## src/qrv_pkg.sv

```systemverilog
// Shared types and helpers for the quaternion vector rotation pipeline.
// Depends on nothing; every other file in src uses it by scoped name.
package qrv_pkg;

  // Signed Q16.16 word, full 32x32 product and a product sum with headroom.
  typedef logic signed [31:0] fix_t;
  typedef logic signed [63:0] prod_t;
  typedef logic signed [65:0] acc_t;

  localparam int unsigned CFG_IDX_W = 2;
  typedef logic [CFG_IDX_W-1:0] cfg_idx_t;

  localparam cfg_idx_t CFG_QUAT_W = 2'd0;
  localparam cfg_idx_t CFG_QUAT_X = 2'd1;
  localparam cfg_idx_t CFG_QUAT_Y = 2'd2;
  localparam cfg_idx_t CFG_QUAT_Z = 2'd3;

  localparam fix_t QUAT_W_RST = 32'sd65536;
  localparam fix_t FIX_MAX    = 32'sh7fffffff;
  localparam fix_t FIX_MIN    = 32'sh80000000;

  typedef struct packed {
    fix_t w;
    fix_t x;
    fix_t y;
    fix_t z;
  } quat_t;

  typedef struct packed {
    fix_t x;
    fix_t y;
    fix_t z;
  } vec3_t;

  // Control tag that travels with each item down the pipe.
  typedef struct packed {
    logic vld;
    logic last;
  } tag_t;

  // Sign-extend a product to accumulator width.
  function automatic acc_t ext(input prod_t p);
    return $signed({{2{p[63]}}, p});
  endfunction

  // Arithmetic shift right 16 (floor), then saturate to 32 bits.
  function automatic fix_t shr_sat(input acc_t s);
    logic [49:0] sh;
    sh = s[65:16];
    if ((&sh[49:31]) || !(|sh[49:31])) begin
      return $signed(sh[31:0]);
    end else if (sh[49]) begin
      return FIX_MIN;
    end else begin
      return FIX_MAX;
    end
  endfunction

endpackage

```

## src/qrv_t_sum.sv

```systemverilog
// Second stage: signed sums of the first products, shift and saturate to t.
// Depends on qrv_pkg.
module qrv_t_sum (
  input  logic                clk,
  input  logic                rst_n,
  input  logic                adv,
  input  qrv_pkg::tag_t       tag_in,
  input  qrv_pkg::prod_t      prod [0:11],
  output qrv_pkg::tag_t       tag_r,
  output qrv_pkg::quat_t      t_r
);

  qrv_pkg::acc_t sum_w, sum_x, sum_y, sum_z;

  always_comb begin
    sum_w = -qrv_pkg::ext(prod[0]) - qrv_pkg::ext(prod[1]) - qrv_pkg::ext(prod[2]);
    sum_x =  qrv_pkg::ext(prod[3]) + qrv_pkg::ext(prod[4]) - qrv_pkg::ext(prod[5]);
    sum_y =  qrv_pkg::ext(prod[6]) - qrv_pkg::ext(prod[7]) + qrv_pkg::ext(prod[8]);
    sum_z =  qrv_pkg::ext(prod[9]) + qrv_pkg::ext(prod[10]) - qrv_pkg::ext(prod[11]);
  end

  always_ff @(posedge clk) begin
    if (!rst_n) begin
      tag_r.vld <= 1'b0;
    end else if (adv) begin
      tag_r <= tag_in;
    end
  end

  always_ff @(posedge clk) begin
    if (adv) begin
      t_r.w      <= qrv_pkg::shr_sat(sum_w);
      t_r.x      <= qrv_pkg::shr_sat(sum_x);
      t_r.y      <= qrv_pkg::shr_sat(sum_y);
      t_r.z      <= qrv_pkg::shr_sat(sum_z);
    end
  end

endmodule

```

## config.mk

```make
export PLATFORM = sky130hd
export DESIGN_NAME = qrv_t_sum
export DESIGN_NICKNAME = d
export VERILOG_FILES = /design/src/qrv_pkg.sv /design/src/qrv_t_sum.sv
export SDC_FILE = /design/constraint.sdc
export NUM_CORES = 1
export LEC_CHECK = 0
export ABC_AREA = 1
export BUFFER_PORTS_ARGS = -buffer_cell sky130_fd_sc_hd__buf_2
export CORE_AREA = 2 2 347 349
export DETAILED_ROUTE_END_ITERATION = 7
export DIE_AREA = 0 0 349 351
export PLACE_DENSITY_LB_ADDON = 0.3
export SLEW_MARGIN = 20
export SYNTH_ARGS = -nofsm -noshare
export SYNTH_HDL_FRONTEND = slang
export SYNTH_SLANG_ARGS = --single-unit
```

## constraint.sdc

```tcl
create_clock -name clk -period 3.7 [get_ports clk]
set_clock_uncertainty 0.2 [all_clocks]
set_input_delay 0.185 -clock clk [delete_from_list [all_inputs] [get_ports clk]]
set_output_delay 0.185 -clock clk [all_outputs]
set_load 0.02 [all_outputs]
```

---- After elaboration in Yosys (flattened, before gate mapping) ----
Cells that the tools add are included.
operators by class
  mux-type cells .......................... 8
  reduce and logical (&&, ||, !) cells .... 17
  add/subtract/negate cells ............... 9
operators with widths
  cell                          count
  2-to-1 mux 32 bit             8
  subtractor 65 x 64 -> 66 bit  2
  subtractor 66 x 64 -> 66 bit  2
  adder 64 x 64 -> 65 bit       2
  AND reduction 19 bit          4
  OR reduction 19 bit           4
  adder 65 x 64 -> 66 bit       1
  negation 64 -> 66 bit         1
  subtractor 64 x 64 -> 65 bit  1
  zero test 1 bit               4
  logical OR 1 bit              4
  AND reduction 2 bit           1
storage, ports and cells
  bits of input ports ..................... 773
  flip-flop bits (word level) ............. 130
  output and inout port bits .............. 130

---- Logic depth before layout (Yosys ltp) ----
  word-level depth ........................ 7
  mapped depth ............................ 27
  depth with buffers taken out ............ 26

---- Worst setup path after synthesis ----
Ideal clock, no wire load.
  path type ............................... input -> register
  start point ............................. input prod[624] (netlist bit)
  end point ............................... register t_r[100] (netlist bit) (data pin)
  buffers on the path ..................... 1
  stages .................................. 21
  arrival time ............................ 2.837 ns
  slack ................................... 0.410 ns
  required time ........................... 3.247 ns
  cell sequence ........................... inv_1 -> fa_1 -> ha_1 -> ha_1 -> a21oi_1 -> nor2_1 -> nor2_1 -> nand2_1 -> inv_1 -> nand2_1 -> a21oi_1 -> nand2_1 -> nand2_1 -> nand2_1 -> nor2_1 -> nand2_1 -> nor2_1 -> nand3_1 -> nand3_2 -> buf_4 -> nand2_1
between the ends
  longest elaborated chain between the ends .. 5
  elaborated cells on any way between the ends .. 7
ends and longest elaborated chain
  item                            RTL line         text
  start: declaration              qrv_t_sum.sv:8   input qrv_pkg::prod_t prod [0:11],
  subtractor 66 x 64 -> 66 bit *  qrv_t_sum.sv:16  sum_w = -qrv_pkg::ext(prod[0]) - qrv_pkg::ext(prod[1]) - qrv_pkg::ext(prod[2]);
  OR reduction 19 bit             qrv_pkg.sv:50    if ((&sh[49:31]) || !(|sh[49:31])) begin
  zero test 1 bit                 qrv_pkg.sv:50
  logical OR 1 bit                qrv_pkg.sv:50
  2-to-1 mux 32 bit *             qrv_pkg.sv:50
  end: declaration                qrv_t_sum.sv:10  output qrv_pkg::quat_t t_r
Mark *: on every way between the ends. The rest lies on a longest branch, timed or not.
A chain may end at the register's enable or synchronous reset.

---- Final worst setup path ----
  start point ............................. input prod[241] (netlist bit)
  end point ............................... register t_r[49] (netlist bit) (data pin)
between the ends
  longest elaborated chain between the ends .. 5
  elaborated cells on any way between the ends .. 7
ends and longest elaborated chain
  item                       RTL line         text
  adder 65 x 64 -> 66 bit *  qrv_t_sum.sv:18  sum_y = qrv_pkg::ext(prod[6]) - qrv_pkg::ext(prod[7]) + qrv_pkg::ext(prod[8]);
  OR reduction 19 bit        qrv_pkg.sv:50
  zero test 1 bit            qrv_pkg.sv:50
  logical OR 1 bit           qrv_pkg.sv:50
  2-to-1 mux 32 bit *        qrv_pkg.sv:50
Marked as above.

==> impl_results.md <==
- I/O Pins: between 900 and 1000
- Final period demand of the worst path: between 3 and 4 ns
- Area share of the leading cell type in the synthesized netlist: 0.2538
- Max VDD drop: 0.3630 mV
- Final setup violating endpoints: 0
- DIE WIDTH: 349 um
- Antenna diode count: 0
- Number of enable flip-flop cells after synthesis: 129
- Post-synthesis instance area: approximately 0.037 sq mm
- Required time at the endpoint of the critical path: between 3 and 4 ns
- Number of synthesized register bits: 130
- Pin count of the biggest net entering global routing: 66
- Netlist cell types: 42
- Highest net fanout along the worst path: 18
- Hold WC Path Type: input pin to register
- Maximum number of buffers from clock root to sink: 2
- Placeable core area: approximately 0.12 sq mm
- Post-route non-filler standard cell count: 9831
- Total power per unit cell area: just under 400 mW/mm^2
- Syn. warnings: 0
- Total Negative Setup Slacks: 0 ns
- Average size of a mapped cell: 5.652 sq um
- Number of antenna violations at the first check in global routing: 3
- Dominant delay contributor by cell family on the critical path: simple AND/OR/NAND/NOR gates
- Starting utilization of the core area: 0.3131
- Clock tree from TritonCTS: yes
- Wire length of the first global-routing pass: 237.5 mm
- Area used by sequential logic in the layout: 0.003894 sq mm
- Share of synthesized flip-flops with an asynchronous set or reset: 0
- Detailed-route wire length per cell: 16.26 um
- Type of destination of the critical path: register
- Worst hold slack: 0.02933 ns
- CTS sink cnt: 130
- Sort of element at the start of the critical path: input pin
- Overall overflow remaining after global route: 0
- Count of buffers from port buffering: 902
- Worst endpoint data arrival time: 3.70 ns
- CP bufs+invs: 6
- CTS Root Cell: sky130_fd_sc_hd__clkbuf_16
- Cell count after synthesis: approximately 6600
- Sequential element share of the synthesized area: 0.1045
- Post-Syn Nets: around 7900
- Post-Place Cells: 9789
- Vias per Instance: 4.449
- Layout area overhead: 35.68%
- Final estimated routing congestion in global placement: 1.030
- Ratio of cells with drive above 1 in the final layout: 0.2301
- Worst slew slack as a fraction of its limit: 0.4702
- Clock insertion delay at the later pin of the skew report: 0.49 ns
- Clock slew seen by the registers of the worst setup and hold paths: 0.07 ns
- Predominant post-synthesis flop cell: sky130_fd_sc_hd__edfxtp_1
- Type of the worst setup path: input pin to register
- Final wirelength: 159.8 mm
- Synth top area cells: sky130_fd_sc_hd__nand2_1 (25%), sky130_fd_sc_hd__inv_1 (19%), sky130_fd_sc_hd__fa_1 (14%)
- Area used by multi-input combinational logic: 0.02635 sq mm
- Htree depth: 4
- Cells traversed along the worst timing path: buf_2 > inv_1 > fa_1 > inv_1 > ha_1 > buf_4 > a21oi_1 > o21ai_0 > a21oi_1 > buf_4 > nand2_1 > a21oi_1 > nand2_1 > nand2_1 > nand2_1 > nor2_1 > nand3_1 > nor2_1 > nand2_1 > nand3_2 > buf_12 > nand2_1
- Layout Utilization: 0.4249
- Detailed-router iteration count before antenna repair: 6
- Post-synth top cells: sky130_fd_sc_hd__nand2_1 (2520), sky130_fd_sc_hd__inv_1 (1893), sky130_fd_sc_hd__nor2_1 (505)
- Achievable frequency: 0.2733 GHz
- Number of nets in the layout: 9618
- Number of DRC markers after the initial detailed-route iteration: 2579
- Die ar.: between 0.1 and 0.15 sq mm
- Highest cell delay on the worst timing path: around 0.53 ns
- Via count of the routed design: 43740
- Cts bufs inserted: 17
- Residual antenna-violating net count after detailed routing: 0
- Layout fillers: 13120
- Maximum Capacitance Violations: 0
- Max-slew violation total from the final report: 0
- Leakage power total: 31.94 nW
- DRC violations left: 0
- Final HPWL from detailed placement: 145.6 mm
- Die Span Y: 351 um
- Leading cell type by number of instances after synthesis: sky130_fd_sc_hd__nand2_1
- Global-route usage over all layers: 0.2534
- Final Hold Viols: 0
- Post-route clock period utilization: 0.9888
- Site Rows: 127
- Library cell with the largest summed area after synthesis: sky130_fd_sc_hd__nand2_1
- Vias in the first global route: between 40000 and 50000
- Most numerous cell on the critical path: sky130_fd_sc_hd__nand2_1
- Outcome: finished clean
- Cell at the slowest stage of the critical path: sky130_fd_sc_hd__fa_1
- Slew at the pin closest to its max-slew limit: around 0.8 ns
## repair_timing
item	4_1_cts	5_1_grt
hold buffers	4	0
endpoints found under the setup margin	31	114
gates resized for setup	2	112
endpoints found under the hold margin	3	0
setup buffers	0	2
cloned	0	4
pin swaps	0	11
## path summary, 6_finish.rpt
kind,from,end,cells past startpoint,slack (ns)
worst min-delay path,adv,t_r[95]$_DFFE_PP_,1,0.03
worst min register to register,tag_r[1]$_SDFFE_PN0P_,tag_r[1]$_SDFFE_PN0P_,3,0.90
worst max register to register,tag_r[1]$_SDFFE_PN0P_,tag_r[1]$_SDFFE_PN0P_,3,2.28
worst max-delay path,prod[241],t_r[49]$_DFFE_PP_,22,0.04
## per-stage QoR
stage / power [mW] / setup slack, ns / area [sq um]
2_1_floorplan: 10.52 / 0.4101 / 37270
3_3_place_gp: 17.63 / -0.6280 / 49410
3_5_place_dp: 17.64 / -0.5872 / 49410
4_1_cts: 19.54 / 0.02844 / 50030
5_1_grt: 21.54 / -0.008524 / 50570
6_report: 19.85 / 0.04144 / 50570
## area by class of cell
class	instances	area share
clock buffer	19	0.008561
multi-input combinational	4509	0.5210
timing repair buffer	1681	0.2091
sequential	130	0.07700
clock inverter	13	0.002722
tap	1548	0.03830
inverter	1931	0.1433
## registers in the layout, summed over array words and instances (netlist names)
name / count
t_r: 128
tag_r: 2
## per-layer routing
layer  GRT usage  part of all wire  up-vias
met5    0.003532           0.00043        -
met4     0.05973             0.022        6
met3     0.02559             0.048      129
met2      0.4406              0.47     1213
met1      0.3359              0.46    19840
li1            -                 -    22560
## report_power, final
part           internal [mW]  leakage, nW  switching, mW
clock                  0.986        0.263          0.790
combinational           6.15         30.4           9.61
sequential              2.15         1.27          0.157
## kinds of logic after synthesis
group | Yosys count | share of synthesized area
AO/OA/AOI/OAI | 373 | 0.05486
XOR/XNOR | 124 | 0.02914
adder cells (fa/ha/maj) | 575 | 0.2438
buffers and inverters | 1955 | 0.2005
flip-flops | 130 | 0.1045
AND/OR/NAND/NOR | 3437 | 0.3672
## layout by cell type (no fill, tap or decap), types with 5 or more instances in the layout
master,count
sky130_fd_sc_hd__a21oi_1,219
sky130_fd_sc_hd__a21oi_2,17
sky130_fd_sc_hd__a31oi_1,42
sky130_fd_sc_hd__and2_1,10
sky130_fd_sc_hd__and3_1,11
sky130_fd_sc_hd__buf_12,11
sky130_fd_sc_hd__buf_2,901
sky130_fd_sc_hd__buf_4,760
sky130_fd_sc_hd__clkbuf_16,20
sky130_fd_sc_hd__clkinv_1,6
sky130_fd_sc_hd__clkinvlp_4,5
sky130_fd_sc_hd__edfxtp_1,129
sky130_fd_sc_hd__fa_1,249
sky130_fd_sc_hd__ha_1,306
sky130_fd_sc_hd__ha_2,7
sky130_fd_sc_hd__ha_4,10
sky130_fd_sc_hd__inv_1,1892
sky130_fd_sc_hd__inv_2,34
sky130_fd_sc_hd__nand2_1,2506
sky130_fd_sc_hd__nand2_2,22
sky130_fd_sc_hd__nand3_1,243
sky130_fd_sc_hd__nand3_2,5
sky130_fd_sc_hd__nand3b_1,11
sky130_fd_sc_hd__nand4_1,14
sky130_fd_sc_hd__nor2_1,464
sky130_fd_sc_hd__nor2_2,69
sky130_fd_sc_hd__nor2_4,11
sky130_fd_sc_hd__nor3_1,40
sky130_fd_sc_hd__nor3_2,9
sky130_fd_sc_hd__nor4_1,10
sky130_fd_sc_hd__o21ai_0,47
sky130_fd_sc_hd__o21bai_1,35
sky130_fd_sc_hd__xnor2_1,47
sky130_fd_sc_hd__xor2_1,77
No activity file was read; power rests on OpenSTA's default activity.
