===== src/qrv_pkg.sv =====
// Shared types and helpers for the quaternion vector rotation pipeline.
// Depends on nothing; every other file in src uses it by scoped name.
package qrv_pkg;

  // Signed Q16.16 word, full 32x32 product and a product sum with headroom.
  typedef logic signed [31:0] fix_t;
  typedef logic signed [63:0] prod_t;
  typedef logic signed [65:0] acc_t;

  localparam int unsigned CFG_IDX_W = 2;
  typedef logic [CFG_IDX_W-1:0] cfg_idx_t;

  localparam cfg_idx_t CFG_QUAT_W = 2'd0;
  localparam cfg_idx_t CFG_QUAT_X = 2'd1;
  localparam cfg_idx_t CFG_QUAT_Y = 2'd2;
  localparam cfg_idx_t CFG_QUAT_Z = 2'd3;

  localparam fix_t QUAT_W_RST = 32'sd65536;
  localparam fix_t FIX_MAX    = 32'sh7fffffff;
  localparam fix_t FIX_MIN    = 32'sh80000000;

  typedef struct packed {
    fix_t w;
    fix_t x;
    fix_t y;
    fix_t z;
  } quat_t;

  typedef struct packed {
    fix_t x;
    fix_t y;
    fix_t z;
  } vec3_t;

  // Control tag that travels with each item down the pipe.
  typedef struct packed {
    logic vld;
    logic last;
  } tag_t;

  // Sign-extend a product to accumulator width.
  function automatic acc_t ext(input prod_t p);
    return $signed({{2{p[63]}}, p});
  endfunction

  // Arithmetic shift right 16 (floor), then saturate to 32 bits.
  function automatic fix_t shr_sat(input acc_t s);
    logic [49:0] sh;
    sh = s[65:16];
    if ((&sh[49:31]) || !(|sh[49:31])) begin
      return $signed(sh[31:0]);
    end else if (sh[49]) begin
      return FIX_MIN;
    end else begin
      return FIX_MAX;
    end
  endfunction

endpackage


===== src/qrv_r_sum.sv =====
// Last stage: signed sums for the vector part of r, shift, saturate, output register.
// Depends on qrv_pkg.
module qrv_r_sum (
  input  logic                clk,
  input  logic                rst_n,
  input  logic                adv,
  input  qrv_pkg::tag_t       tag_in,
  input  qrv_pkg::prod_t      prod [0:11],
  output qrv_pkg::tag_t       tag_r,
  output qrv_pkg::vec3_t      rot_r
);

  qrv_pkg::acc_t sum_x, sum_y, sum_z;

  // Conjugate signs folded in here; -2^31 components stay exact.
  always_comb begin
    sum_x = -qrv_pkg::ext(prod[0]) + qrv_pkg::ext(prod[1])
            - qrv_pkg::ext(prod[2]) + qrv_pkg::ext(prod[3]);
    sum_y = -qrv_pkg::ext(prod[4]) + qrv_pkg::ext(prod[5])
            + qrv_pkg::ext(prod[6]) - qrv_pkg::ext(prod[7]);
    sum_z = -qrv_pkg::ext(prod[8]) - qrv_pkg::ext(prod[9])
            + qrv_pkg::ext(prod[10]) + qrv_pkg::ext(prod[11]);
  end

  always_ff @(posedge clk) begin
    if (!rst_n) begin
      tag_r.vld <= 1'b0;
    end else if (adv) begin
      tag_r <= tag_in;
    end
  end

  always_ff @(posedge clk) begin
    if (adv) begin
      rot_r.x    <= qrv_pkg::shr_sat(sum_x);
      rot_r.y    <= qrv_pkg::shr_sat(sum_y);
      rot_r.z    <= qrv_pkg::shr_sat(sum_z);
    end
  end

endmodule


===== config.mk =====
export PLATFORM = sky130hd
export DESIGN_NAME = qrv_r_sum
export DESIGN_NICKNAME = d
export VERILOG_FILES = /design/src/qrv_pkg.sv /design/src/qrv_r_sum.sv
export SDC_FILE = /design/constraint.sdc
export NUM_CORES = 1
export LEC_CHECK = 0
export BUFFER_PORTS_ARGS = -buffer_cell sky130_fd_sc_hd__clkbuf_2
export CORE_AREA = 2 2 338 340
export DETAILED_ROUTE_END_ITERATION = 10
export DIE_AREA = 0 0 340 342
export GPL_TIMING_DRIVEN = 0
export PLACE_DENSITY = 0.51
export RECOVER_POWER = 50
export SYNTH_ARGS = -nofsm -noshare
export SYNTH_HDL_FRONTEND = slang
export SYNTH_SLANG_ARGS = --single-unit

===== constraint.sdc =====
create_clock -name clk -period 5.6 [get_ports clk]
set_input_delay 0 -clock clk [delete_from_list [all_inputs] [get_ports clk]]
set_output_delay 0 -clock clk [all_outputs]
set_load 0.02 [all_outputs]

-- Word-level counts from Yosys, hierarchy flattened
Index checks and enable logic that the tools add are counted.
- output and inout port bits: 98
- flip-flop bits (word level): 98
- input port bits: 773
- mux-type cells: 6
- add/sub/neg operators: 12
- reductions and logical operators: 13
- operator list (operator ; count):
    66-bit by 64-bit adder with 66-bit output ; 6
    64-bit negation with 66-bit output ; 3
    66-bit by 64-bit subtractor with 66-bit output ; 3
    32-bit two-way mux ; 6
    19-bit AND reduction ; 3
    19-bit OR reduction ; 3
    1-bit logical NOT ; 3
    1-bit logical OR ; 3
    2-bit AND reduction ; 1

-- Logic depth before layout (Yosys ltp)
Gate-level depths: netlist of the first run.
- word-level depth: 8
- depth in mapped cells: 20

-- Worst setup path after synthesis of the first run
No wires, ideal clock.
- path type: input port to flip-flop
- start point: input port prod[4] (netlist bit)
- end point: register rot_r[2] (netlist bit), data pin
- setup slack: 1277 ps
- arrival: 4069 ps
- cell stages on the path: 17
- path buffers: 1
- data required time: 5346 ps
- path through: inv_1 fa_1 inv_1 fa_1 ha_1 a21o_1 and2_1 or3_1 a211o_1 a31oi_1 o21bai_1 or3_1 a311o_1 nor4_1 nor2_1 buf_2 a21o_1
- word-level cells in the longest chain between the ends: 5
- RTL lines (element ; RTL line ; text):
    start: declaration ; qrv_r_sum.sv:8 ; input qrv_pkg::prod_t prod [0:11],
    66-bit by 64-bit adder with 66-bit output (*) ; qrv_r_sum.sv:22 ; + qrv_pkg::ext(prod[10]) + qrv_pkg::ext(prod[11]);
    19-bit OR reduction ; qrv_pkg.sv:50 ; if ((&sh[49:31]) || !(|sh[49:31])) begin
    1-bit logical NOT ; qrv_pkg.sv:50 ;
    1-bit logical OR ; qrv_pkg.sv:50 ;
    32-bit two-way mux (*) ; qrv_pkg.sv:50 ;
    end: declaration ; qrv_r_sum.sv:10 ; output qrv_pkg::vec3_t rot_r
Every way passes the cells marked *; elsewhere a longest branch is shown, timed or not.
A chain may end at the register's enable or synchronous reset.

-- Worst setup path in the final report of the first run
- start point: input port prod[555] (netlist bit)
- end point: register rot_r[64] (netlist bit), data pin
- word-level cells in the longest chain between the ends: 5
- RTL lines (element ; RTL line ; text):
    66-bit by 64-bit adder with 66-bit output (*) ; qrv_r_sum.sv:18 ; - qrv_pkg::ext(prod[2]) + qrv_pkg::ext(prod[3]);
    19-bit OR reduction ; qrv_pkg.sv:50 ;
    1-bit logical NOT ; qrv_pkg.sv:50 ;
    1-bit logical OR ; qrv_pkg.sv:50 ;
    32-bit two-way mux (*) ; qrv_pkg.sv:50 ;
Marks and branches as above.

==> results of run 1 <==
[layout make-up]
| type | count | area, sq um | area share [%] |
|---|---|---|---|
| Multi-Input combinational cell | 2241 | 19900 | 61.3 |
| Timing Repair Buffer | 875 | 4280 | 13.2 |
| Sequential cell | 98 | 2930 | 9.03 |
| Inverter | 735 | 2760 | 8.50 |
| Tap cell | 1512 | 1890 | 5.83 |
| Buffer | 94 | 409 | 1.26 |
| Clock buffer | 10 | 229 | 0.705 |
| Clock inverter | 6 | 55.1 | 0.170 |
| Antenna cell | 4 | 10.0 | 0.0308 |
[logic make-up after synthesis]
group           share of synthesized area [%]
mux                                     0.155
simple gates                             13.5
flops                                    11.3
buf+inv                                  12.2
compound gates                           18.9
xor+xnor                                 4.77
fa+ha+maj                                39.1
[where the power goes]
part	switching [uW]	internal [uW]	leakage, uW
registers	107	1420	0.000957
clock network	388	314	0.000140
logic	6820	3490	0.0151
total	7320	5220	0.0162
[flip-flops by register name, summed over array words and instances, names as in the netlist]
register,count
rot_r,96
tag_r,2
[per-layer routing]
layer | GRT usage, % | vias up | wire length, um
li1 | - | 12300 | -
met1 | 22.2 | 12200 | 44200
met2 | 32.8 | 951 | 53700
met3 | 2.98 | 127 | 6310
met4 | 5.46 | 4 | 3370
met5 | 0 | - | 22
[synth_stat cells (all sizes together) (18+ instances only)]
cell      n  area (sq um)
a21oi   273          1370
fa      384          7690
a21o     73           548
o31ai    18           135
nand2   226           851
nor2    165           619
nand4    94           588
o21a     71           533
o211ai   18           135
nand3    55           275
xor2     61           534
buf      21           131
inv     735          2760
edfxtp   97          2910
o21ai   196           985
nor4     30           188
a211oi   18           135
xnor2    80           701
a31oi    28           175
o21bai   18           135
clkbuf   73           278
nor3     49           255
ha      195          2440
[metrics by stage]
step	hold slack (ns)	cell area, sq um	power, uW	setup TNS (ns)
6_report	0.337	32500	12500	0
5_1_grt	0.328	32500	13700	0
4_1_cts	0.277	32500	12600	0
3_3_place_gp	0.179	32100	11900	-45.31
2_1_floorplan	0.0989	25900	8140	0
3_5_place_dp	0.180	32200	11800	-42.45
[cells in the final DEF, fill, tap and decap left out, drive strengths merged, types with 13 or more instances in the layout]
| cell type | synthesis | routed |
|---|---|---|
| clkbuf | 73 | 954 |
| inv | 735 | 739 |
| fa | 384 | 384 |
| a21oi | 273 | 273 |
| nand2 | 226 | 226 |
| o21ai | 196 | 196 |
| ha | 195 | 195 |
| nor2 | 165 | 165 |
| edfxtp | 97 | 97 |
| nand4 | 94 | 94 |
| xnor2 | 80 | 80 |
| a21o | 73 | 73 |
| o21a | 71 | 71 |
| xor2 | 61 | 61 |
| nand3 | 55 | 55 |
| nor3 | 49 | 49 |
| nor4 | 30 | 30 |
| a31oi | 28 | 28 |
| buf | 21 | 21 |
| o31ai | 18 | 18 |
| a211oi | 18 | 18 |
| o21bai | 18 | 18 |
| o211ai | 18 | 18 |
| or3 | 17 | 17 |
| and3 | 17 | 17 |
| nor2b | 13 | 13 |
| and2 | 13 | 13 |
[worst paths after layout]
path / start / endpoint / slack [ns] / cells after the start
worst max-delay path: prod[555] / rot_r[64] / 0.22 / 19
worst min register to register: tag_r[1] / tag_r[1] / 1.09 / 3
worst max register to register: tag_r[1] / tag_r[1] / 4.43 / 3
worst min-delay path: tag_in[0] / tag_r[0] / 0.34 / 2
[what timing repair did]
item	4_1_cts	5_1_grt
resized for setup	4	11
hold buffers	4	0
gates cloned	0	0
hold endpoints to repair	7	0
endpoints found under the setup margin	38	92
==> results.md, run 1 <==
- Routed WL per cell: around 19 um
- Power Dens Cells: 386 mW/mm^2
- Clock latency on the worst-skew pair: 0.39 ns
- CP required: between 5 and 6 ns
- CTS tree: yes
- Worst-path clk slew: 0.09 ns
- Final wirelength: 108000 um
- Final worst-path setup slack: 0.219 ns
- Starting DRT DRC Count: about 1.4k
- Worst-path fanout max: 7
- # rows: between 100 and 150
- Postcts setup bufs: 0
- Cell variety after synth: 79
- Root Buffer: clkbuf_16
- Number of buffers and inverters on the critical path: 4
- Die width: about 340 um
- Top FF cell, synth: edfxtp_1
- Syn_area_per_cell: 8.17 sq um
- Max cap viols: 2
- Clk buf depth: 2
- Failing checks: max-capacitance violations, max-slew violations
- Final setup violation count: 0
- First-pass GRT wire length: 160000 um
- Cell Area, Synth: approximately 0.026 sq mm
- Outcome: finished with violations
- Via Count: ~26k
- Crit share post-route: 96.1%
- Post-Syn Nets: 4520
- Fraction of layout cells with a size suffix above 1: between 20 and 25%
- Placed insts: 5551
- Initial Util: 22.9%
- DR vias/cell: ~4.6
- Area delta synth->final: 25.4%
- Fin. Hold Viols: 0
- DRC: 0
- Layout Cells excl Fill: roughly 5.6k
- Yosys warnings: 0
- Routability Congestion: 0.948
- Tmin final: approximately 5.4 ns
- Dpl ws: -0.861 ns
- Cell family with most CP delay: compound AO/OA/AOI/OAI gates
- Die Y: approximately 340 um
- Worst VDD drop: ~0.14 mV
- Tightest Pin Transition: approximately 2.3 ns
- Clk_skew: 0 ns
- Post-synthesis register bit count: slightly below 100
- Post-layout util: approximately 29%
- Tightest Hold Check Type: in -> reg
- Fill cell count: around 13k
- CORE AREA: between 0.1 and 0.15 sq mm
- Crit path arrival time: 5.48 ns
- Number of port buffers: just under 900
- Post-synth EDFFs: slightly below 100
- Max transition margin: -52.8%
- Hpwl dp: slightly below 100000 um
- Fin nets: 5406
- Final Max Slew Viols: a little over 100
- Seq/Total Area, Yosys: 11.3%
- DIE AREA: 0.116 sq mm
- Clock buffer count from CTS: 9
- Cells after synthesis: approximately 3.2k
- Worst path max stage delay: 0.70 ns
- Vias in the first global route: 26.7k
- Remaining antenna violation count after routing: 0
- Startpoint types: input pin
- Cell chain of the critical path: clkbuf_2 -> inv_1 -> fa_1 -> fa_1 -> inv_1 -> ha_1 -> clkbuf_1 -> nand2_1 -> nor4_1 -> nand4_1 -> a31oi_1 -> o31a_1 -> o31a_1 -> o21a_1 -> o21a_1 -> nor2_1 -> xnor2_1 -> a41oi_2 -> o21ai_0
- RSZ-0062 raised after global routing: false
- GRT Residual Overflow: 0
- Htree depth: 3
- # clock sinks: 98
- Crit path capture type: register
- F_max: 186 MHz
- Pin count of the biggest net entering global routing: 80
- Total leakage power: approximately 0.016 uW
- Antenna violations before repair: 14
- Kind of critical path: in -> reg
- First drt pass iteration count: 5
- Overall routing resource usage: between 10% and 20%
- Ports: around 870
- Async S/R FF share, synth: 0%
- Max stage delay cell, worst path: xnor2_1
No activity file was read; power rests on OpenSTA's default activity.
==> run 2, diff against run 1 <==
--- a/config.mk
+++ b/config.mk
@@ -6,11 +6,14 @@
 export NUM_CORES = 1
 export LEC_CHECK = 0
 export BUFFER_PORTS_ARGS = -buffer_cell sky130_fd_sc_hd__clkbuf_2
-export CORE_AREA = 2 2 338 340
+export CELL_PAD_IN_SITES_DETAIL_PLACEMENT = 1
+export CELL_PAD_IN_SITES_GLOBAL_PLACEMENT = 2
+export CORE_AREA = 2 2 334 336
+export CTS_BUF_LIST = sky130_fd_sc_hd__clkbuf_4 sky130_fd_sc_hd__clkbuf_8
 export DETAILED_ROUTE_END_ITERATION = 10
-export DIE_AREA = 0 0 340 342
+export DIE_AREA = 0 0 336 338
 export GPL_TIMING_DRIVEN = 0
-export PLACE_DENSITY = 0.51
+export PLACE_DENSITY = 0.76
 export RECOVER_POWER = 50
 export SYNTH_ARGS = -nofsm -noshare
 export SYNTH_HDL_FRONTEND = slang
==> run 2 against run 1 <==
  * The run still ends with max-capacitance violations, max-slew violations left
  * Cell count shrank 0.48%
  * Total power shrank 0.19%
  * Final area shrank 0.45%
  * Combinational power is essentially flat
  * Largest cell class unchanged
  * Highest routed layer unchanged
==> results.md, run 2 (synthesized netlist as in run 1, its figures left out) <==
- Commonest cells after routing, fill and taps aside: clkbuf_2 (775), inv_1 (735), fa_1 (384)
- Initial Util: 23.5%
- Max stage delay cell, worst path: nor3_4
- # clock sinks: roughly 100
- Failing checks: max-capacitance violations, max-slew violations
- P_sw: 7390 uW
- Overall routing resource usage: between 15 and 20%
- Most common cell after layout, fill and taps aside: clkbuf_2
- DR vias/cell: ~4.7
- Routed WL per cell: about 21 um
- First-pass GRT wire length: roughly 170000 um
- Cell chain of the critical path: clkbuf_2 -> inv_1 -> fa_1 -> fa_1 -> inv_1 -> ha_1 -> buf_2 -> a21oi_1 -> o21ai_0 -> a21oi_1 -> o221ai_1 -> nor3_4 -> a31oi_1 -> a41o_1 -> xnor2_1 -> nor4_1 -> a41oi_2 -> clkbuf_1 -> o21ai_0
- Comb power frac: a little over four fifths
- Remaining antenna violation count after routing: 0
- CTS tree: yes
- Tightest Hold Check Type: in -> reg
- Cell family with most CP delay: compound AO/OA/AOI/OAI gates
- Routability Congestion: ~0.9
- Final wirelength: 115000 um
- Biggest register: rot_r
- Worst-path clk slew: around 0.11 ns
- Tmin final: 5.44 ns
- Worst VDD drop: about 0.14 mV
- CORE AREA: around 0.11 sq mm
- Power Dens Cells: a little under 400 mW/mm^2
- Vias in the first global route: 28.3k
- # rows: between 100 and 150
- Post-layout util: between 20 and 30%
- Die Y: approximately 340 um
- Pin count of the biggest net entering global routing: 65
- Pint: approximately 5100 uW
- F_max: approximately 180 MHz
- Ports: about 870
- Postcts setup bufs: 0
- Final setup violation count: 0
- Die width: 336 um
- Crit path capture type: register
- Sequential power share: approximately an eighth
- DRC: 0
- Fraction of layout cells with a size suffix above 1: approximately 21%
- Register Area: slightly below 0.003 sq mm
- Max cap viols: 2
- CP required: 5.82 ns
- Tightest Pin Transition: around 2.4 ns
- Starting DRT DRC Count: 1240
- Clock power frac: roughly 4.6%
- Max reg flops: 96
- Worst-path fanout max: 10
- DIE AREA: between 0.1 and 0.15 sq mm
- Fin. Hold Viols: 0
- Area delta synth->final: 24.9%
- GRT Residual Overflow: 0
- Kind of critical path: in -> reg
- Antenna violations before repair: 5
- Clk_skew: 0 ns
- Number of buffers and inverters on the critical path: 5
- Number of port buffers: 870
- Clock buffer count from CTS: 9
- Sw Share: roughly 59%
- Htree depth: 3
- Crit path arrival time: about 5.7 ns
- Outcome: finished with violations
- Biggest regs: rot_r x96, tag_r x2
- Clk buf depth: 2
- First drt pass iteration count: 5
- Fin nets: between 5k and 6k
- Hpwl dp: around 100000 um
- Worst path max stage delay: roughly 0.5 ns
- Root Buffer: clkbuf_8
- Max transition margin: -58.9%
- RSZ-0062 raised after global routing: false
- Hold slack: roughly 0.27 ns
- Clock latency on the worst-skew pair: about 0.46 ns
- Via Count: around 26k
- Fill cell count: between 10k and 15k
- Total leakage power: ~0.016 uW
- Startpoint types: input pin
- Final Max Slew Viols: roughly 100
- Reg2Reg Setup Slack: roughly 4.4 ns
- Crit share post-route: between 90 and 100%
- Multi-input logic area: 0.0199 sq mm
-- run 2: cell count changes in the layout (fill, tap and decap cells not counted), moves of 2 or more --
| cell | previous run | this run |
|---|---|---|
| clkbuf_8 | 0 | 9 |
| diode_2 | 4 | 1 |
| o41ai_4 | 4 | 2 |
| clkbuf_16 | 9 | 0 |
| inv_6 | 3 | 1 |
| o41ai_2 | 1 | 3 |
| clkbuf_4 | 0 | 2 |
| clkinvlp_4 | 0 | 2 |
-- run 2: final timing paths --
check,to,startpoint,cells past startpoint
setup / recovery,rot_r[77],prod[541],19
hold / removal,tag_r[0],tag_in[0],2
setup reg to reg,tag_r[1],tag_r[1],3
hold reg to reg,tag_r[1],tag_r[1],3
-- run 2: stage by stage --
step           power, uW  instance area, sq um  setup slack [ns]  std cells  setup TNS [ns]
3_5_place_dp       11900                 32100             -1.14       5527          -35.91
5_1_grt            13600                 32300            0.0448       5548               0
6_report           12500                 32300             0.158       5548               0
4_1_cts            12600                 32400            0.0610       5547               0
3_3_place_gp       11900                 32100             -1.13       5526          -35.18
2_1_floorplan       8140                 25900              1.28       3168               0
-- run 2: cell type report --
cell class	instances	share of cell area [%]
clock inverters	5	0.194
clock buffers	11	0.430
flip-flops and latches	98	9.07
plain buffers	94	1.27
inverters	735	8.53
diodes	1	0.00774
well taps	1488	5.76
repair buffers	875	13.2
multi-input cells	2241	61.5
-- run 2: layer usage --
layer / GRT usage, % / routed length [um]
met1: 24.4 / 47300
met2: 36.0 / 57700
met3: 2.78 / 6490
met4: 5.50 / 3150
met5: 0 / 27
-- run 2: repair_timing --
item / in CTS / in global routing
resized for setup: 5 / 9
hold buffers: 4 / 0
pin swaps: 0 / 1
hold endpoints to repair: 35 / 0
endpoints found under the setup margin: 31 / 50
-- run 2: power groups by stage --
stage | combinational (uW) | clock [uW] | sequential [uW]
finish | 10400 | 577 | 1520
global route | 11500 | 621 | 1560
detailed placement | 10400 | 0 | 1540
CTS | 10500 | 611 | 1530
global placement | 10400 | 0 | 1530
floorplan | 6120 | 0 | 2030
==> run 3, diff against run 2 <==
--- a/config.mk
+++ b/config.mk
@@ -8,10 +8,10 @@
 export BUFFER_PORTS_ARGS = -buffer_cell sky130_fd_sc_hd__clkbuf_2
 export CELL_PAD_IN_SITES_DETAIL_PLACEMENT = 1
 export CELL_PAD_IN_SITES_GLOBAL_PLACEMENT = 2
-export CORE_AREA = 2 2 334 336
+export CORE_AREA = 2 2 342 344
 export CTS_BUF_LIST = sky130_fd_sc_hd__clkbuf_4 sky130_fd_sc_hd__clkbuf_8
 export DETAILED_ROUTE_END_ITERATION = 10
-export DIE_AREA = 0 0 336 338
+export DIE_AREA = 0 0 344 346
 export GPL_TIMING_DRIVEN = 0
 export PLACE_DENSITY = 0.76
 export RECOVER_POWER = 50
==> constraint.sdc (replaced) <==
create_clock -name clk -period 4.85 [get_ports clk]
set_input_delay 0 -clock clk [delete_from_list [all_inputs] [get_ports clk]]
set_output_delay 0 -clock clk [all_outputs]
set_load 0.02 [all_outputs]
==> run 3 against run 2 <==
  * The flow finishes with violations (max-capacitance violations, max-slew violations, negative setup slack)
  * Die area is 4.8% higher
  * Critical path depth stayed put
  * Worst hold slack worse by 0.0024 ns
  * Sequential share of layout area is 0.16 points lower
  * Wire length is 1.5% higher
  * Largest power group unchanged
  * Highest routed layer unchanged
==> results.md, run 3 (synthesized netlist as in run 1, its figures left out) <==
- Failing checks: max-capacitance violations, max-slew violations, negative setup slack
- Hold slack: roughly 0.27 ns
- # rows: 125
- Via Count: around 26k
- Worst VDD drop: about 0.19 mV
- Remaining antenna violation count after routing: 0
- Max transition margin: -90.3%
- Biggest register: rot_r
- DIE AREA: 0.119 sq mm
- First drt pass iteration count: 5
- Worst R2R Path Depth: 3
- Startpoint types: input pin
- Worst-path fanout max: 10
- Clock buffer count from CTS: 9
- Ports: ~870
- Antenna violations before repair: 12
- Commonest cells after routing, fill and taps aside: clkbuf_2 (826), inv_1 (733), fa_1 (377)
- Max Used Layer: met5
- Crit path from: prod[14]
- CP required: a little over 5 ns
- Fill cell count: roughly 14k
- F_max: between 200 and 250 MHz
- Routed WL per cell: about 21 um
- Most common cell after layout, fill and taps aside: clkbuf_2
- Routability Congestion: 0.904
- CTS tree: yes
- Worst-path clk slew: between 0.1 and 0.15 ns
- Final worst-path setup slack: -0.00868 ns
- Final Max Slew Viols: 101
- Max reg flops: 96
- Clock latency on the worst-skew pair: 0.45 ns
- DR vias/cell: 4.65
- # clock sinks: 98
- Clk buf depth: 2
- Root Buffer: clkbuf_8
- Dpl ws: -2.26 ns
- Fraction of layout cells with a size suffix above 1: between 20% and 30%
- Area delta synth->final: 27.1%
- Initial Util: 22.4%
- Vias in the first global route: 28.7k
- Worst setup path end: rot_r[21]
- Crit share post-route: 100%
- GRT Residual Overflow: 0
- R2R Path End: tag_r[1]
- Die Y: approximately 350 um
- Starting DRT DRC Count: about 1.2k
- Critical R2R Launch: tag_r[1]
- Tmin final: 4.86 ns
- Biggest regs: rot_r x96, tag_r x2
- Final wirelength: 116000 um
- Outcome: finished with violations
- Kind of critical path: in -> reg
- Overall routing resource usage: between 10% and 20%
- CORE AREA: roughly 0.12 sq mm
- Crit path arrival time: between 5 and 6 ns
- Max cap viols: 2
- Number of port buffers: between 800 and 900
- Hpwl dp: ~110000 um
- Metal3 WL: approximately 6500 um
- Reg2Reg Setup Slack: roughly 3.6 ns
- Fin nets: roughly 5.4k
- Met2 wire len: around 60000 um
- Crit path capture type: register
- Total leakage power: 0.0164 uW
- Met1 WL: between 40000 and 50000 um
- Power Dens Cells: about 450 mW/mm^2
- Power, Total: around 15000 uW
- Pin count of the biggest net entering global routing: 59
- Tightest Hold Check Type: in -> reg
- Final setup violation count: 2
- Post-layout util: between 20 and 30%
- First-pass GRT wire length: approximately 170000 um
- Fin. Hold Viols: 0
- Clk_skew: 0 ns
- Htree depth: 3
- Die width: between 300 and 400 um
- DRC: 0
- Tightest Pin Transition: 2.85 ns
==> run 3: cell count changes in the layout (fill, tap and decap cells not counted), moves of 7 or more <==
| cell | delta |
|---|---|
| ha_2 | +11 |
| o21ai_0 | -20 |
| ha_1 | -11 |
| o21ai_1 | +12 |
| fa_1 | -7 |
| clkbuf_2 | +51 |
| buf_4 | +18 |
| a21oi_2 | +8 |
| o21ai_2 | +8 |
| a21oi_1 | -9 |
| a31oi_1 | -8 |
| fa_2 | +7 |
| nor2_1 | -8 |
| clkbuf_1 | -78 |
==> run 3: routing by layer <==
layer / global-route usage, % / vias to the layer above
met1: 22.8 / 12800
met5: 0 / -
met4: 5.47 / 6
met3: 2.92 / 96
met2: 35.1 / 812
li1: - / 12200
==> run 3: what timing repair did <==
item | CTS | global route
setup buffers | 11 | 6
resized for setup | 55 | 87
endpoints found under the setup margin | 93 | 93
pin swaps | 9 | 17
endpoints found under the hold margin | 3 | 0
cloned | 0 | 0
hold buffers | 3 | 0
==> run 3: worst min path at each step <==
stage,end,from,cells after the start,slack [ns]
5_1_grt,tag_r[0],tag_in[0],2,0.27
3_3_place_gp,tag_r[0],tag_in[0],1,0.18
6_report,tag_r[0],tag_in[0],2,0.27
3_5_place_dp,tag_r[0],tag_in[0],1,0.18
4_1_cts,rot_r[27],adv,1,0.03
2_1_floorplan,tag_r[0],tag_in[0],0,0.1
==> run 3: per-stage QoR <==
| step | area [sq um] | std cells | TNS (ns) |
|---|---|---|---|
| 6_report | 32900 | 5575 | -0.0112 |
| 4_1_cts | 32800 | 5593 | 0 |
| 3_5_place_dp | 32200 | 5563 | -133.17 |
| 2_1_floorplan | 25900 | 3168 | 0 |
| 5_1_grt | 32900 | 5575 | -0.00471 |
| 3_3_place_gp | 32200 | 5562 | -130.71 |
==> run 3: final cells by class <==
type	instances	area, sq um	area share [%]
multi-input combinational	2241	20300	61.8
timing repair buffer	891	4460	13.5
sequential	98	2930	8.91
inverter	735	2760	8.38
tap	1524	1910	5.79
buffer	66	313	0.950
clock buffer	11	139	0.422
clock inverter	5	62.6	0.190
antenna	4	10.0	0.0304
==> run 3: power breakdown <==
group / internal [uW] / switching (uW)
registers: 1640 / 151
clock network: 254 / 412
logic: 4320 / 8160
==> run 3: critical path, cell delays in order <==
cell and delay [ns]:
clkbuf_2 0.16, inv_1 0.08, fa_1 0.49, fa_1 0.53, inv_1 0.04, ha_2 0.39
nand4_1 0.18, nor4_1 0.39, o21ai_1 0.25, a311oi_1 0.41, o21ai_1 0.30, nand2_1 0.22
a41oi_1 0.19, xnor2_2 0.20, nand4bb_1 0.26, nor4_4 0.36, nor2_2 0.14, buf_2 0.22
a21o_1 0.25
